--- src/rtl/core/ctcgd_pkg.sv ---
// Shared types and constants for the CTC greedy decoder.
package ctcgd_pkg;

  localparam int MAX_CLASSES = 8192;
  localparam int IDX_W       = 13;
  localparam int CNT_W       = $clog2(MAX_CLASSES + 1);
  localparam int SCORE_W     = 16;
  localparam int QDEPTH      = 4;
  localparam int QPTR_W      = $clog2(QDEPTH);
  localparam int QCNT_W      = $clog2(QDEPTH + 1);

  typedef struct packed {
    logic signed [SCORE_W-1:0] score;
    logic                      step_end;
    logic                      sequence_end;
  } in_item_t;

  typedef struct packed {
    logic [IDX_W-1:0] char_index;
    logic             has_char;
    logic             text_end;
  } out_item_t;

  // One closed time step: its winning label and whether it ends the sequence.
  typedef struct packed {
    logic [IDX_W-1:0] label;
    logic             seq_end;
  } step_rec_t;

  typedef struct packed {
    logic full;
    logic valid;
  } q_stat_t;

endpackage

--- src/rtl/core/ctcgd_front.sv ---
// Front part: running argmax over the scores of a step; pushes one record per closed step.
module ctcgd_front (
  input  logic                clk,
  input  logic                rst_n,
  input  logic                in_valid,
  input  ctcgd_pkg::in_item_t in_data,
  output logic                in_stall,
  input  ctcgd_pkg::q_stat_t  q_stat,
  output logic                push,
  output ctcgd_pkg::step_rec_t push_rec
);
  import ctcgd_pkg::*;

  logic signed [SCORE_W-1:0] best_score_r, best_score_nxt;
  logic [IDX_W-1:0]          best_index_r, best_index_nxt;
  logic [CNT_W-1:0]          class_count_r, class_count_nxt;

  logic             accept;
  logic             in_range;
  logic             take;
  logic             close;
  logic [IDX_W-1:0] cur_index;

  assign in_stall = q_stat.full;
  assign accept   = in_valid && !in_stall;
  assign in_range = class_count_r < CNT_W'(MAX_CLASSES);
  assign take     = in_range && ((class_count_r == '0) || (in_data.score > best_score_r));
  assign cur_index = take ? class_count_r[IDX_W-1:0] : best_index_r;
  // A sequence end closes its step even without a step end marker.
  assign close    = in_data.step_end || in_data.sequence_end;

  assign push             = accept && close;
  assign push_rec.label   = cur_index;
  assign push_rec.seq_end = in_data.sequence_end;

  always_comb begin
    best_score_nxt  = best_score_r;
    best_index_nxt  = best_index_r;
    class_count_nxt = class_count_r;
    if (accept) begin
      if (close) begin
        best_score_nxt  = '0;
        best_index_nxt  = '0;
        class_count_nxt = '0;
      end else if (in_range) begin
        if (take) begin
          best_score_nxt = in_data.score;
          best_index_nxt = class_count_r[IDX_W-1:0];
        end
        class_count_nxt = class_count_r + CNT_W'(1);
      end
    end
  end

  always_ff @(posedge clk) begin
    if (!rst_n) begin
      best_score_r  <= '0;
      best_index_r  <= '0;
      class_count_r <= '0;
    end else begin
      best_score_r  <= best_score_nxt;
      best_index_r  <= best_index_nxt;
      class_count_r <= class_count_nxt;
    end
  end

endmodule

--- src/rtl/core/ctcgd_queue.sv ---
// Short queue of closed-step records between the front and back parts.
module ctcgd_queue (
  input  logic                 clk,
  input  logic                 rst_n,
  input  logic                 push,
  input  ctcgd_pkg::step_rec_t push_rec,
  input  logic                 pop,
  output ctcgd_pkg::step_rec_t pop_rec,
  output ctcgd_pkg::q_stat_t   stat
);
  import ctcgd_pkg::*;

  step_rec_t         entry_r [QDEPTH];
  logic [QPTR_W-1:0] wr_ptr_r, wr_ptr_nxt;
  logic [QPTR_W-1:0] rd_ptr_r, rd_ptr_nxt;
  logic [QCNT_W-1:0] count_r, count_nxt;

  assign stat.full  = count_r == QCNT_W'(QDEPTH);
  assign stat.valid = count_r != '0;
  assign pop_rec    = entry_r[rd_ptr_r];

  always_comb begin
    wr_ptr_nxt = push ? wr_ptr_r + QPTR_W'(1) : wr_ptr_r;
    rd_ptr_nxt = pop  ? rd_ptr_r + QPTR_W'(1) : rd_ptr_r;
    count_nxt  = count_r;
    unique case ({push, pop})
      2'b10:   count_nxt = count_r + QCNT_W'(1);
      2'b01:   count_nxt = count_r - QCNT_W'(1);
      default: count_nxt = count_r;
    endcase
  end

  always_ff @(posedge clk) begin
    if (push) begin
      entry_r[wr_ptr_r] <= push_rec;
    end
  end

  always_ff @(posedge clk) begin
    if (!rst_n) begin
      wr_ptr_r <= '0;
      rd_ptr_r <= '0;
      count_r  <= '0;
    end else begin
      wr_ptr_r <= wr_ptr_nxt;
      rd_ptr_r <= rd_ptr_nxt;
      count_r  <= count_nxt;
    end
  end

endmodule

--- src/rtl/core/ctcgd_back.sv ---
// Back part: CTC collapse of closed steps and the output register.
module ctcgd_back (
  input  logic                 clk,
  input  logic                 rst_n,
  input  ctcgd_pkg::q_stat_t   q_stat,
  input  ctcgd_pkg::step_rec_t q_rec,
  output logic                 pop,
  output logic                 out_valid,
  output ctcgd_pkg::out_item_t out_data,
  input  logic                 out_stall
);
  import ctcgd_pkg::*;

  logic [IDX_W-1:0] prev_label_r, prev_label_nxt;
  logic             first_step_r, first_step_nxt;
  logic             out_valid_r, out_valid_nxt;
  out_item_t        out_data_r, out_data_nxt;

  logic slot_free;
  logic emit;
  logic result;

  assign slot_free = !out_valid_r || !out_stall;
  assign pop       = q_stat.valid && slot_free;
  // Blanks and repeats of the previous step's label are dropped.
  assign emit      = (q_rec.label != '0) && (first_step_r || (q_rec.label != prev_label_r));
  assign result    = emit || q_rec.seq_end;

  always_comb begin
    prev_label_nxt = prev_label_r;
    first_step_nxt = first_step_r;
    out_valid_nxt  = out_valid_r;
    out_data_nxt   = out_data_r;
    if (out_valid_r && !out_stall) begin
      out_valid_nxt = 1'b0;
    end
    if (pop) begin
      prev_label_nxt = q_rec.seq_end ? '0 : q_rec.label;
      first_step_nxt = q_rec.seq_end;
      if (result) begin
        out_valid_nxt           = 1'b1;
        out_data_nxt.char_index = emit ? q_rec.label - IDX_W'(1) : '0;
        out_data_nxt.has_char   = emit;
        out_data_nxt.text_end   = q_rec.seq_end;
      end
    end
  end

  always_ff @(posedge clk) begin
    if (!rst_n) begin
      prev_label_r <= '0;
      first_step_r <= 1'b1;
      out_valid_r  <= 1'b0;
    end else begin
      prev_label_r <= prev_label_nxt;
      first_step_r <= first_step_nxt;
      out_valid_r  <= out_valid_nxt;
    end
  end

  always_ff @(posedge clk) begin
    out_data_r <= out_data_nxt;
  end

  assign out_valid = out_valid_r;
  assign out_data  = out_data_r;

endmodule

--- src/rtl/core/ctc_greedy_decoder_core.sv ---
// Top level of the CTC greedy decoder: front argmax, step queue, back collapse.
//
// The decoder takes one class score per clock, unless in_stall holds it, and
// keeps a running argmax per time step (first score wins, ties keep the lower
// class). When a step closes, its label goes into a four-entry queue; the back
// part collapses blanks and repeats and registers at most one result per step,
// with text_end on the step that ends a sequence. The closing score's record
// passes through a queue entry, then the result through the output register.
// The input stalls only when four closed steps are waiting behind a stalled
// output. Scores at class position 8192 or above are ignored.
module ctc_greedy_decoder_core (
  input  logic                 clk,
  input  logic                 rst_n,
  input  logic                 in_valid,
  input  ctcgd_pkg::in_item_t  in_data,
  output logic                 in_stall,
  output logic                 out_valid,
  output ctcgd_pkg::out_item_t out_data,
  input  logic                 out_stall
);
  import ctcgd_pkg::*;

  logic      q_push;
  logic      q_pop;
  step_rec_t q_push_rec;
  step_rec_t q_pop_rec;
  q_stat_t   q_stat;

  ctcgd_front u_front (
    .clk      (clk),
    .rst_n    (rst_n),
    .in_valid (in_valid),
    .in_data  (in_data),
    .in_stall (in_stall),
    .q_stat   (q_stat),
    .push     (q_push),
    .push_rec (q_push_rec)
  );

  ctcgd_queue u_queue (
    .clk      (clk),
    .rst_n    (rst_n),
    .push     (q_push),
    .push_rec (q_push_rec),
    .pop      (q_pop),
    .pop_rec  (q_pop_rec),
    .stat     (q_stat)
  );

  ctcgd_back u_back (
    .clk       (clk),
    .rst_n     (rst_n),
    .q_stat    (q_stat),
    .q_rec     (q_pop_rec),
    .pop       (q_pop),
    .out_valid (out_valid),
    .out_data  (out_data),
    .out_stall (out_stall)
  );

  // The front never writes a full queue.
  a_no_overflow: assert property (@(posedge clk) disable iff (!rst_n)
    q_push |-> !q_stat.full)
    else $error("step queue written while full");

  // A result without a character only ever ends a sequence.
  a_empty_result: assert property (@(posedge clk) disable iff (!rst_n)
    out_valid && !out_data.has_char |-> out_data.text_end && (out_data.char_index == '0))
    else $error("result without character outside sequence end");

  // A character index never comes from the blank label.
  a_no_blank: assert property (@(posedge clk) disable iff (!rst_n)
    out_valid && out_data.has_char |-> out_data.char_index != {IDX_W{1'b1}})
    else $error("blank label emitted as character");

  // Popping needs a stored step record.
  a_pop_valid: assert property (@(posedge clk) disable iff (!rst_n)
    q_pop |-> q_stat.valid)
    else $error("step queue read while empty");

endmodule

--- config.mk ---
export PLATFORM = sky130hd
export DESIGN_NAME = ctc_greedy_decoder_core
export DESIGN_NICKNAME = d
export VERILOG_FILES = /design/src/rtl/core/ctcgd_pkg.sv /design/src/rtl/core/ctcgd_front.sv /design/src/rtl/core/ctcgd_queue.sv /design/src/rtl/core/ctcgd_back.sv /design/src/rtl/core/ctc_greedy_decoder_core.sv
export SDC_FILE = /design/constraint.sdc
export NUM_CORES = 1
export LEC_CHECK = 0
export ABC_CLOCK_PERIOD_IN_PS = 3150
export BUFFER_PORTS_ARGS = -buffer_cell sky130_fd_sc_hd__buf_2
export CAP_MARGIN = 20
export CELL_PAD_IN_SITES_DETAIL_PLACEMENT = 0
export CELL_PAD_IN_SITES_GLOBAL_PLACEMENT = 1
export CORE_ASPECT_RATIO = 0.75
export CORE_UTILIZATION = 45
export CTS_CLUSTER_SIZE = 25
export DETAILED_ROUTE_END_ITERATION = 12
export PLACE_DENSITY = 0.88
export RECOVER_POWER = 50
export SYNTH_ARGS = -nofsm -noshare
export SYNTH_HDL_FRONTEND = slang
export SYNTH_SLANG_ARGS = --single-unit
--- constraint.sdc ---
create_clock -name clk -period 3.15 [get_ports clk]
set_clock_uncertainty 0.15 [all_clocks]
set_input_delay 0.63 -clock clk [delete_from_list [all_inputs] [get_ports clk]]
set_output_delay 0.63 -clock clk [all_outputs]
set_load 0.01 [all_outputs]
==> metrics.md <==
| Metric | Value |
|---|---|
| Final Power | `between 6 and 7 mW` |
| Minimum setup slack among reg-to-reg paths | `about 0.2 ns` |
| Number of slew-limit violations in the final report | `0` |
| Async set-or-reset flop fraction in the synthesized netlist | `0%` |
| Core region area | `approximately 13000 um2` |
| Sink Count | `between 100 and 150` |
| Critical path capture point type | `flip-flop` |
| Skew-Pair Late Insertion Delay | `slightly above 0.4 ns` |
| Layout overhead on the synthesized area | `18.0%` |
| Reg clk slew, reported paths | `around 0.06 ns` |
| Clock root buffer | `sky130_fd_sc_hd__clkbuf_16` |
| Post-detail-place hpwl | `~8.6 mm` |
| Gp weighted congestion | `~0.84` |
| Die X | `around 140 um` |
| I/O pin cnt | `39` |
| Overall track demand over capacity in global routing | `a little under 20%` |
| Flip-flop and latch count after synthesis | `138` |
| Critical path startpoint category | `flip-flop` |
| First-pass GRT wire length | `just over 20 mm` |
| Vias | `4015` |
| Post-detailed-placement cell area | `6720 um2` |
| Post-synthesis sequential area ratio | `56.5%` |
| Ratio of cells with drive above 1 in the final layout | `approximately 17%` |
| Average cell area after synthesis | `~12 um2` |
| Effective utilization at floorplan | `between 40% and 50%` |
| Average vias per placed instance | `~5.4` |
| Most frequently used flop master after synthesis | `sky130_fd_sc_hd__edfxtp_1` |
| Startpoint of the worst setup timing path | `u_queue.count_r[2]$_SDFFE_PN0P_` |
| Vias in the first global route | `4109` |
| Minimum setup slack in the final design | `0.201 ns` |
| Max Fanout on Critical Path | `7` |
| Multi-input gate area in the final layout | `about 2400 um2` |
| Instance count along the most critical hold path | `2` |
| Maximum number of pins on one net before global-route repair | `30` |
| Number of I/O port buffers | `38` |
| Number of distinct library cells after synthesis | `52` |
| Capture point of the critical path | `u_queue.count_r[2]$_SDFFE_PN0P_` |
| Max-cap violations | `0` |
| Max-slew headroom at the worst pin | `a little under a fifth` |
| Leak Pwr | `2.68 nW` |
| Clock tree from TritonCTS | `done` |
| # DRC | `0` |
| Time the worst path needs with I/O delays and setup | `between 2 and 3 ns` |
| Number of buffers created by CTS | `17` |
| Antenna violations before repair | `0` |
| Clock Tree Buf Depth | `2` |
| H-tree depth reported by CTS | `4` |
| GR Overflow Total | `0` |
| Ant diodes | `0` |
| Maximum achievable frequency | `between 0.3 and 0.4 GHz` |
| Source of the worst register-to-register timing path | `u_queue.count_r[2]$_SDFFE_PN0P_` |
| Capturing point of the worst reg2reg path | `u_queue.count_r[2]$_SDFFE_PN0P_` |
| Run status | `completed` |
| Worst Path Arrival | `around 3.1 ns` |
| Req. time, crit path | `about 3.3 ns` |
| Category of the critical setup timing path | `reg2reg` |
| Syn_nets | `~550` |
| Final hold violation count | `0` |
| Avg WL per Cell | `16.8 um` |
| Number of rows in the core area | `36` |
| Fin nets | `610` |
| Number of cells produced by synthesis | `between 400 and 500` |
| Commonest non-fill, non-tap cells in the layout | `sky130_fd_sc_hd__edfxtp_1 (71), sky130_fd_sc_hd__dfxtp_1 (67), sky130_fd_sc_hd__nor2_1 (38)` |
| PwrDens | `around 830 nW/um2` |
| Final Core Density | `a little under three fifths` |
| Die outline height | `a little over 100 um` |
| Actual transition at the worst max-transition pin | `1.22 ns` |
| Drt pass-1 iters | `4` |
| Number of enable-type register cells in the synthesized netlist | `a little over 70` |
| Total area of sequential cells | `about 3500 um2` |
| Area of the mapped netlist | `6150 um2` |
| Antenna-violating nets left | `0` |
| Synth Warn # | `0` |
| Setup repair after global routing missed its margin | `false` |
| Hold Path Class | `in2reg` |
| Number of filler cells placed in the layout | `about 1100` |
| Share of the clock period used by the worst path | `93.6%` |
| Maximum vdd drop | `between 0.5 and 0.6 mV` |
| Total Die Area | `roughly 14000 um2` |
| Logic depth of the worst register-to-register path | `10` |
| Final WL | `about 13 mm` |
| Setup slack after placement | `-0.0440 ns` |
| Most common library cell in the layout ignoring fill and taps | `sky130_fd_sc_hd__edfxtp_1` |
| Setup violation total in the final timing report | `0` |
| Design area | `about 7300 um2` |
| Number of DRC markers in iteration 0 | `264` |
==> how the worst min path moves through the flow <==
| stage | from | to | slack, ns |
|---|---|---|---|
| floorplan | u_back.first_step_r$_SDFFE_PN1P_ | u_back.first_step_r$_SDFFE_PN1P_ | 0.29 |
| global placement | u_front.best_index_r[6]$_SDFFE_PN0P_ | u_front.best_index_r[6]$_SDFFE_PN0P_ | 0.31 |
| detailed placement | u_front.best_index_r[4]$_SDFFE_PN0P_ | u_front.best_index_r[4]$_SDFFE_PN0P_ | 0.31 |
| CTS | in_data[7] | u_front.best_score_r[5]$_SDFFE_PN0P_ | 0.29 |
| global route | in_data[7] | u_front.best_score_r[5]$_SDFFE_PN0P_ | 0.29 |
| finish | in_data[7] | u_front.best_score_r[5]$_SDFFE_PN0P_ | 0.30 |
==> metrics by stage <==
| stage | hold WS, ns | instances | TNS, ns |
|---|---|---|---|
| floorplan | 0.291 | 498 | 0 |
| global placement | 0.306 | 715 | 0 |
| detailed placement | 0.310 | 715 | -0.653 |
| CTS | 0.286 | 747 | 0 |
| global route | 0.294 | 747 | 0 |
| finish | 0.301 | 747 | 0 |
==> state kept, by name, indices dropped and copies added, names as in the netlist, named ones only <==
signal and flops:
u_queue.entry_r 56, u_front.best_score_r 16, u_back.out_data 15, u_front.class_count_r 14
u_back.prev_label_r 13, u_front.best_index_r 13, u_queue.count_r 3, u_queue.rd_ptr_r 2
u_queue.wr_ptr_r 2, u_back.first_step_r 1, u_back.out_valid 1
==> Yosys cell counts, types with 9 or more instances <==
cell type	number	share of area (%)
sky130_fd_sc_hd__nor2_1	38	2.3
sky130_fd_sc_hd__nor3b_1	11	1.3
sky130_fd_sc_hd__and2_1	11	1.1
sky130_fd_sc_hd__clkbuf_1	15	0.92
sky130_fd_sc_hd__ha_1	24	4.9
sky130_fd_sc_hd__inv_1	33	2.0
sky130_fd_sc_hd__dfxtp_1	67	22
sky130_fd_sc_hd__xor2_1	25	3.6
sky130_fd_sc_hd__xnor2_1	13	1.9
sky130_fd_sc_hd__a21oi_1	22	1.8
sky130_fd_sc_hd__nor3_1	9	0.73
sky130_fd_sc_hd__nand2_1	19	1.2
sky130_fd_sc_hd__nor2b_1	19	1.9
sky130_fd_sc_hd__a22o_1	37	5.3
sky130_fd_sc_hd__edfxtp_1	71	35
sky130_fd_sc_hd__nand4_1	9	0.92
sky130_fd_sc_hd__mux4_2	10	3.7
==> what timing repair did <==
item,4_1_cts,5_1_grt
setup endpoints to repair,15,0
resized for setup,1,0
setup buffers,0,0
hold buffers,0,0
==> cell type report <==
cell class / instances / share of cell area, %
inverters: 33 / 1.71
multi-input cells: 303 / 33.7
clock buffers: 19 / 5.96
well taps: 171 / 2.95
flip-flops and latches: 138 / 47.8
repair buffers: 70 / 5.77
clock inverters: 13 / 2.09
==> kinds of logic (layout without fill, tap and decap cells) <==
family,count (synthesis),after routing,share of synthesized area [%]
adders and majority gates,25,25,5.21
DFF,138,138,56.5
buffers and inverters,57,135,4.09
and+or+nand+nor,140,140,12.7
xor gates and xnor gates,38,38,5.41
muxes,22,22,6.79
AOI/OAI and AO/OA,78,78,9.34
==> report_power, final <==
part | internal (mW) | switching, mW
clock | 1.24 | 0.718
sequential | 2.22 | 0.113
combinational | 0.763 | 0.990
total | 4.22 | 1.82
==> critical path, stage by stage, from the launching register on <==
cell and delay [ns]:
sky130_fd_sc_hd__dfxtp_1 0.36, sky130_fd_sc_hd__or3b_2 0.55, sky130_fd_sc_hd__nand2_1 0.18, sky130_fd_sc_hd__nor2_1 0.17, sky130_fd_sc_hd__inv_1 0.20, sky130_fd_sc_hd__ha_1 0.22
sky130_fd_sc_hd__inv_1 0.06, sky130_fd_sc_hd__fa_1 0.37, sky130_fd_sc_hd__xor2_1 0.16, sky130_fd_sc_hd__or3_1 0.30, sky130_fd_sc_hd__a21boi_0 0.17
==> layer usage <==
metal | up-vias | routed length, um | part of all wire, % | GRT usage, %
li1 | 1949 | - | - | -
met1 | 1978 | 5830 | 46 | 25.4
met5 | - | 0 | 0 | 0
met3 | 6 | 582 | 4.6 | 4.68
met2 | 82 | 6080 | 48 | 33.4
met4 | 0 | 88 | 0.70 | 6.26
No activity file was read; power rests on OpenSTA's default activity.
